File: config.mk
export PLATFORM = sky130hd
export DESIGN_NAME = sorted_priority_queue
export DESIGN_NICKNAME = d
export VERILOG_FILES = /design/src/design/spq_pkg.sv /design/src/design/spq_cell.sv /design/src/design/sorted_priority_queue.sv
export VERILOG_INCLUDE_DIRS = /design/src /design/src/design
export SDC_FILE = /design/constraint.sdc
export NUM_CORES = 2
export LEC_CHECK = 0
export BUFFER_PORTS_ARGS = -buffer_cell sky130_fd_sc_hd__buf_4
export CAP_MARGIN = 20
export CORE_ASPECT_RATIO = 1.25
export CORE_UTILIZATION = 60
export CTS_CLUSTER_SIZE = 16
export DETAILED_ROUTE_END_ITERATION = 8
export PLACE_DENSITY = 0.79
export SKIP_LAST_GASP = 1
export SLEW_MARGIN = 20
export SYNTH_ARGS = -nofsm -noshare
export SYNTH_HDL_FRONTEND = slang
export SYNTH_SLANG_ARGS = --single-unit
export TNS_END_PERCENT = 5
File: constraint.sdc
create_clock -name i_clk -period 31.3 [get_ports i_clk]
set_input_delay 6.26 -clock i_clk [delete_from_list [all_inputs] [get_ports i_clk]]
set_output_delay 6.26 -clock i_clk [all_outputs]
set_load 0.02 [all_outputs]
File: src/design/sorted_priority_queue_defines.svh
`ifndef SORTED_PRIORITY_QUEUE_DEFINES_SVH
`define SORTED_PRIORITY_QUEUE_DEFINES_SVH

// check a property on every clock edge outside of reset
`define SPQ_ASSERT(lbl, clk, rst_n, prop, msg) \
    lbl: assert property (@(posedge clk) disable iff (!rst_n) prop) else $error(msg);

// check a property on every clock edge, reset included
`define SPQ_ASSERT_ALWAYS(lbl, clk, prop, msg) \
    lbl: assert property (@(posedge clk) prop) else $error(msg);

`endif

File: src/design/spq_pkg.sv
`timescale 1ns / 1ps

package spq_pkg;

    localparam logic [1:0] OP_INSERT = 2'd0;
    localparam logic [1:0] OP_REMOVE = 2'd1;
    localparam logic [1:0] OP_PEEK   = 2'd2;

    localparam logic [1:0] ST_OK    = 2'd0;
    localparam logic [1:0] ST_EMPTY = 2'd1;
    localparam logic [1:0] ST_FULL  = 2'd2;

    localparam logic signed [31:0] EMPTY_DATA = -32'sd1;

    typedef struct packed {
        logic [1:0]         op;
        logic signed [31:0] item_data;
        logic signed [31:0] item_priority;
    } t_req;

    typedef struct packed {
        logic [1:0]         status;
        logic signed [31:0] head_data;
        logic [4:0]         occupancy;
    } t_rsp;

    typedef struct packed {
        logic signed [31:0] data;
        logic signed [31:0] prio;
    } t_entry;

    typedef struct packed {
        logic insert_en;
        logic remove_en;
    } t_ctl;

endpackage

File: src/design/spq_cell.sv
`timescale 1ns / 1ps

module spq_cell (
    input  logic           i_clk,
    input  spq_pkg::t_ctl   i_ctl,
    input  logic           i_valid,
    input  logic           i_is_head,
    input  logic           i_left_past,
    input  spq_pkg::t_entry i_new,
    input  spq_pkg::t_entry i_left,
    input  spq_pkg::t_entry i_right,
    output logic           o_past,
    output spq_pkg::t_entry o_entry
);

    spq_pkg::t_entry r_entry;
    spq_pkg::t_entry n_entry;
    logic            w_lt;
    logic            w_eq;

    assign w_lt    = r_entry.prio < i_new.prio;
    assign w_eq    = r_entry.prio == i_new.prio;
    assign o_past  = i_valid && (w_lt || (i_is_head && w_eq));
    assign o_entry = r_entry;

    always_comb begin
        n_entry = r_entry;
        if (i_ctl.remove_en) begin
            n_entry = i_right;
        end else if (i_ctl.insert_en && !o_past) begin
            n_entry = i_left_past ? i_new : i_left;
        end
    end

    always_ff @(posedge i_clk) begin
        r_entry <= n_entry;
    end

endmodule

File: src/design/sorted_priority_queue.sv
`timescale 1ns / 1ps
// The response to an accepted request is registered and shows in the next cycle.
// Throughput: one request per cycle while o_req_stall is low; every cell compares
// its priority with the incoming one in parallel and shifts by at most one place
// per cycle. Reset clears the entry count and the response valid; entry contents
// are not cleared and are never read before they are written.

`include "sorted_priority_queue_defines.svh"

module sorted_priority_queue #(
    parameter int QUEUE_DEPTH = 16
) (
    input  logic          i_clk,
    input  logic          i_rst_n,
    input  logic          i_req_valid,
    input  spq_pkg::t_req i_req,
    output logic          o_req_stall,
    output logic          o_rsp_valid,
    output spq_pkg::t_rsp o_rsp,
    input  logic          i_rsp_stall
);

    localparam int CW = $clog2(QUEUE_DEPTH + 1);

    logic [CW-1:0]   r_count;
    logic [CW-1:0]   n_count;
    logic            r_rsp_valid;
    logic            n_rsp_valid;
    spq_pkg::t_rsp   r_rsp;
    spq_pkg::t_rsp   n_rsp;

    logic            w_fire;
    logic            w_empty;
    logic            w_full;
    spq_pkg::t_ctl   w_ctl;
    spq_pkg::t_entry w_new;
    spq_pkg::t_entry w_entry [QUEUE_DEPTH];
    logic [QUEUE_DEPTH-1:0] w_past;

    assign o_req_stall = r_rsp_valid && i_rsp_stall;
    assign w_fire      = i_req_valid && !o_req_stall;
    assign w_empty     = r_count == '0;
    assign w_full      = r_count == CW'(QUEUE_DEPTH);

    assign w_ctl.insert_en = w_fire && (i_req.op == spq_pkg::OP_INSERT) && !w_full;
    assign w_ctl.remove_en = w_fire && (i_req.op == spq_pkg::OP_REMOVE) && !w_empty;

    assign w_new.data = i_req.item_data;
    assign w_new.prio = i_req.item_priority;

    for (genvar g = 0; g < QUEUE_DEPTH; g++) begin : g_cell
        spq_pkg::t_entry w_left;
        spq_pkg::t_entry w_right;
        logic            w_left_past;

        if (g == 0) begin : g_first
            assign w_left      = w_new;
            assign w_left_past = 1'b1;
        end else begin : g_inner
            assign w_left      = w_entry[g-1];
            assign w_left_past = w_past[g-1];
        end

        if (g == QUEUE_DEPTH - 1) begin : g_last
            assign w_right = w_entry[g];
        end else begin : g_body
            assign w_right = w_entry[g+1];
        end

        spq_cell u_cell (
            .i_clk       (i_clk),
            .i_ctl       (w_ctl),
            .i_valid     (CW'(g) < r_count),
            .i_is_head   (g == 0),
            .i_left_past (w_left_past),
            .i_new       (w_new),
            .i_left      (w_left),
            .i_right     (w_right),
            .o_past      (w_past[g]),
            .o_entry     (w_entry[g])
        );
    end

    always_comb begin
        n_count     = r_count;
        n_rsp       = r_rsp;
        n_rsp_valid = r_rsp_valid && i_rsp_stall;
        if (w_fire) begin
            n_rsp_valid     = 1'b1;
            n_rsp.status    = spq_pkg::ST_OK;
            n_rsp.head_data = '0;
            case (i_req.op)
                spq_pkg::OP_INSERT: begin
                    if (w_full) begin
                        n_rsp.status = spq_pkg::ST_FULL;
                    end else begin
                        n_count = r_count + 1'b1;
                    end
                end
                spq_pkg::OP_REMOVE, spq_pkg::OP_PEEK: begin
                    if (w_empty) begin
                        n_rsp.status    = spq_pkg::ST_EMPTY;
                        n_rsp.head_data = spq_pkg::EMPTY_DATA;
                    end else begin
                        n_rsp.head_data = w_entry[0].data;
                        if (i_req.op == spq_pkg::OP_REMOVE) begin
                            n_count = r_count - 1'b1;
                        end
                    end
                end
                default: begin
                    n_count = r_count;
                end
            endcase
            n_rsp.occupancy = 5'(n_count);
        end
    end

    always_ff @(posedge i_clk) begin
        if (!i_rst_n) begin
            r_count     <= '0;
            r_rsp_valid <= 1'b0;
        end else begin
            r_count     <= n_count;
            r_rsp_valid <= n_rsp_valid;
        end
    end

    always_ff @(posedge i_clk) begin
        r_rsp <= n_rsp;
    end

    assign o_rsp_valid = r_rsp_valid;
    assign o_rsp       = r_rsp;

    `SPQ_ASSERT(a_count_bound, i_clk, i_rst_n, r_count <= CW'(QUEUE_DEPTH), "entry count above depth")
    `SPQ_ASSERT(a_remove_count, i_clk, i_rst_n, w_ctl.remove_en |=> r_count == $past(r_count) - 1'b1, "remove did not drop count")
    `SPQ_ASSERT(a_full_drop, i_clk, i_rst_n, (w_fire && i_req.op == spq_pkg::OP_INSERT && w_full) |=> (r_rsp.status == spq_pkg::ST_FULL && $stable(r_count)), "full insert not dropped")
    `SPQ_ASSERT_ALWAYS(a_reset_clear, i_clk, !i_rst_n |=> (r_count == '0 && !r_rsp_valid), "reset did not clear state")

endmodule

=== Word level (Yosys, flattened, before mapping) ===
Cells that the tools add are included.

* Output and inout bits: 41
* Bits of input ports: 70
* Bits in writable memories: 0
* Flip-flop bits (word level): 1069
* Latch bits: 0
* Bits in read-only memories: 0
* Memories: 0
* Logic and storage cells: 207

* $lt $le $gt $ge: 32
* Shift operators: 0
* Multiplexer cells: 54
* Reduce and logical (&&, ||, !) cells: 77
* Bitwise operators: 1
* Multipliers: 0
* Add/sub/neg operators: 2
* Div/mod/pow operators: 0
* Equal/unequal tests: 4

{| class="wikitable"
|+ Operators with widths
! kind !! count
|-
| two-way mux 64 bit || 45
|-
| < comparator 32 bit || 16
|-
| < comparator 4 x 5 -> 1 bit (first input constant) || 8
|-
| logical AND 1 bit || 38
|-
| equality test 32 bit || 1
|-
| two-way mux 32 bit || 1
|-
| nonzero test 2 bit || 15
|-
| < comparator 3 x 5 -> 1 bit (first input constant) || 4
|-
| zero test 1 bit || 19
|-
| two-way mux 5 bit || 3
|-
| < comparator 1 x 5 -> 1 bit (first input constant) || 2
|-
| < comparator 2 x 5 -> 1 bit (first input constant) || 2
|-
| one-hot mux 5 bit (2 select lines) || 1
|-
| adder 5 x 1 -> 5 bit (second input constant) || 1
|-
| equality test 5 bit (second input constant) || 1
|-
| zero test 5 bit || 1
|-
| subtractor 5 x 1 -> 5 bit (second input constant) || 1
|-
| one-hot mux 2 bit (2 select lines) || 1
|-
| equality test 2 x 1 -> 1 bit (second input constant) || 1
|-
| equality test 2 bit (second input constant) || 1
|-
| zero test 2 bit || 1
|-
| two-way mux 1 bit || 2
|-
| two-way mux 2 bit || 1
|-
| AND reduction 2 bit || 1
|-
| 3 further kinds || 3
|}

=== Depth between registers and ports, before layout ===
* Depth after elaboration: 8
* Gate-level depth with buffers: 14

=== Cells and area by module ===
A second synthesis with hierarchy kept.

* Cells, all modules: 6590
* Area, all modules: 67479.7 um2

{| class="wikitable"
|+ By module, submodules not included
! module !! area an instance (um2) !! cells each !! times used
|-
| spq_cell at g_cell[0].u_cell ... || 4071.4 || 400 || 13
|-
| spq_cell at g_cell[8].u_cell ... || 4068.9 || 397 || 2
|-
| spq_cell at g_cell[7].u_cell || 4129.0 || 403 || 1
|-
| sorted_priority_queue || 2284.7 || 193 || 1
|}

=== Worst setup path before layout ===
OpenSTA, ideal clock, no wires.

* Path type: in2reg
* Start: input i_req[30] in the netlist's numbering
* End: register g_cell[15].u_cell.r_entry, in the netlist g_cell[15].u_cell.o_entry[0], enable pin
* Setup time: 0.646 ns
* Data arrival time: 14.280 ns
* Data required time: 30.654 ns
* Path slack: 16.374 ns
* Stages: 11
* Path through: clkbuf_1 -> inv_1 -> ha_1 -> nand4_1 -> nor2_1 -> nand3_1 -> or3_1 -> nor3_1 -> o21a_1 -> nor3_1 -> nor4bb_1

* Longest elaborated chain between the ends: 5

{| class="wikitable"
|+ RTL lines
! element !! line !! source
|-
| start: declaration || sorted_priority_queue.sv:16 || <nowiki>input spq_pkg::t_req i_req,</nowiki>
|-
| < comparator 32 bit || spq_cell.sv:21 || <nowiki>assign w_lt = r_entry.prio < i_new.prio;</nowiki>
|-
| logical AND 1 bit || spq_cell.sv:23 || <nowiki>assign o_past = i_valid && (w_lt || (i_is_head && w_eq));</nowiki>
|-
| zero test 1 bit || spq_cell.sv:30 || <nowiki>end else if (i_ctl.insert_en && !o_past) begin</nowiki>
|-
| logical AND 1 bit || spq_cell.sv:30 ||
|-
| AND reduction 2 bit (no source line) || - ||
|-
| end signal: assignment || spq_cell.sv:36 || <nowiki>r_entry <= n_entry;</nowiki>
|-
| end: declaration || spq_cell.sv:16 || <nowiki>spq_pkg::t_entry r_entry;</nowiki>
|}

Every way passes these cells.
A chain may end at the register's enable or synchronous reset.

=== Final worst setup path ===
* Start: input i_rsp_stall
* End: output o_req_stall

* Longest elaborated chain between the ends: 1

{| class="wikitable"
|+ RTL lines
! element !! line !! source
|-
| start: declaration || sorted_priority_queue.sv:20 || <nowiki>input logic i_rsp_stall</nowiki>
|-
| logical AND 1 bit || sorted_priority_queue.sv:40 || <nowiki>assign o_req_stall = r_rsp_valid && i_rsp_stall;</nowiki>
|-
| end: declaration || sorted_priority_queue.sv:17 || <nowiki>output logic o_req_stall,</nowiki>
|}

Every way passes these cells.

==> results.ini <==
[place]
io_buffer_count=110
dp_hpwl_mm=123
gp_congestion=0.977

[clocking]
cts.path.max_buffers=3
cts_tree=yes
cts_resized=0
cts_max_level=3
postCtsSetupBuffers=0
clk_pin_slew_ns=0.07
ctsHoldBuffers=0
cts_root_buf=clkbuf_16
clk_latency_ns=0.76
clock_sinks=1069
cts_buffers=110

[drt]
routed_via_density=6.89
first_iter_violations=6322
num_vias=51204
remaining_drc_errors=0
ant_nets=0
avgRoutedWirePerCell_um=26.4
drtPass1Iterations=8
drt-total-wl_mm=197

[sta]
setup_tns_ns=0
fin_crit_sh_pct=41.4
grt_setup_unrepaired=no
period_needed_ns=12.95
finalMaxSlewViolations=0
setup_violations=0
slew_headroom_pct=19.9
worst_pin_slew_ns=1.20
finalHoldViolations=0
fmax_mhz=77.2
hold_slack_ns=0.528
skew_ns=0.0468

[logic_synthesis]
synth_area_leader_cell=edfxtp_1
synth-edff-count=1063
synth-main-ff-cell=edfxtp_1
synth_cell_type_count=58
syn_area_sq_um=63500
yosys-top-cells-area=edfxtp_1 50%, ha_1 9.9%, nand2_1 5.9%
synthesis.nets=6654
ys_seq_area_share_pct=50.5
ys_ff_latch=1069
postSynth.asyncResetShare_pct=0
ys_warn_count=0
syn_inst=6081
avgSynthCellArea_sq_um=10.4
synth_top_cell_area_share_pct=50.3

[layout]
nFillCells=8023
layout.cells.most_common=edfxtp_1
ff_latch_area_sq_um=32000
drive_gt1_share_pct=8.44
area_growth_pct=8.47
nets=6492
final_cell_mix=1,063 x edfxtp_1, 996 x nand2_1, 504 x nor2_1
multi_input_area_sq_um=29700

[grt]
grt_pass1_wl_mm=295
antenna_found_initial=13
track_usage_pct=36.2
grt_start_max_net_pins=161
grt_pass1_vias=50001
grt_overflow=0

[die]
fp.dieW_um=293
rows=133
die_area_sq_um=107000
core_area_sq_um=105000
fp.dieH_um=366
start_util_pct=60.5
io_pins=111

[setup_path]
rrSetupSlack_ns=24.92
crit_path_max_fanout=2
crit_path_end_kind=primary output
crit_required_ns=25.04
arrival_ns=6.69
path_class=input pin to primary output
r2r-end=g_cell[10].u_cell.o_entry[23]$_DFFE_PP_
start_kind=input pin
r2r_cells=10
reg2reg_from=r_count[1]$_SDFFE_PN0P_

[power_and_ir_drop]
power_density_nw_per_um2=54.1
ir_drop_uv=52.1
cellLeakagePower_nw=25.0

[job]
drv_cap=0

[worst_hold_path]
hold_end=g_cell[14].u_cell.o_entry[37]$_DFFE_PP_
hp-class=flop to flop
hold_start=g_cell[15].u_cell.o_entry[37]$_DFFE_PP_
worstHoldPathCells=2

[run_status]
status=finished, final reports clean

==> registers in the layout, indices dropped and copies added (netlist names) <==
| register | count |
|---|---|
| o_rsp_valid | 1 |
| g_cell.u_cell.o_entry | 1024 |
| r_count | 5 |
| o_rsp | 39 |
==> stage by stage <==
| step | instances | util [%] | power, mW | setup slack (ns) | area (sq um) |
|---|---|---|---|---|---|
| after floorplan | 6081 | - | 2.18 | 16.37 | 63500 |
| after detailed placement | 7223 | 62.1 | 2.38 | 18.36 | 65200 |
| after global placement | 7222 | 62.1 | 2.35 | 18.36 | 65200 |
| after global routing | 7432 | 65.6 | 3.83 | 18.32 | 68900 |
| final | 7432 | 65.6 | 3.73 | 18.35 | 68900 |
| after CTS | 7425 | 65.5 | 3.71 | 18.34 | 68800 |
==> synthesized netlist by cell type, types with 7 or more instances <==
cell,count
o21ai_0,270
inv_1,52
o211ai_1,382
a31oi_1,10
buf_1,52
mux2i_1,362
nand4_1,53
nor2_1,505
a221o_1,106
ha_1,503
nor2b_1,24
nor3_1,26
a21oi_1,423
buf_2,68
nand2b_1,12
nand2_1,998
and4_1,17
clkbuf_1,337
nand3_1,405
o221a_2,60
o21ai_1,15
and2_1,8
edfxtp_1,1063
a211o_1,9
mux2_2,68
a21o_1,83
a211oi_1,25
a221oi_1,15
o21a_1,45
buf_4,7
==> cell families after synthesis <==
family          count (synthesis)  synth area share, %
flops                        1069                 50.5
buf+inv                       520                 3.29
mux                           430                 6.91
simple gates                 2071                 13.7
xor+xnor                        1               0.0138
fa+ha+maj                     503                 9.91
compound gates               1487                 15.7
==> area by class of cell <==
class / instances / share of cell area [%]
clock buffers: 137 / 4.14
multi-input cells: 4492 / 43.2
flip-flops and latches: 1069 / 46.5
inverters: 53 / 0.291
clock inverters: 65 / 1.06
repair buffers: 193 / 2.19
well taps: 1417 / 2.57
diodes: 6 / 0.0218
==> how the worst max path moves through the flow <==
stage / start / endpoint / slack, ns
after global placement: i_rsp_stall / o_req_stall / 18.36
after CTS: i_rsp_stall / o_req_stall / 18.34
after floorplan: i_req[30] / g_cell[15].u_cell.o_entry[0]$_DFFE_PP_ / 16.37
after global routing: i_rsp_stall / o_req_stall / 18.32
final: i_rsp_stall / o_req_stall / 18.35
after detailed placement: i_rsp_stall / o_req_stall / 18.36
==> worst max-delay path: stages <==
cell	delay (ns)
buf_4	0.11
nand2_1	0.09
inv_1	0.07
buf_4	0.16
==> metal layers <==
layer | share of wire (%) | global-route usage, %
met5 | 0.038 | 0
met4 | 7.5 | 25.2
met3 | 10 | 6.54
met2 | 47 | 58.3
met1 | 36 | 44.2
==> power breakdown <==
group          total (mW)  switching, mW  internal, mW
combinational       0.614          0.402         0.212
clock                1.35          0.597         0.755
sequential           1.76         0.0581          1.70
total                3.73           1.06          2.67
Note: power is estimated with default switching activity, not from simulation.
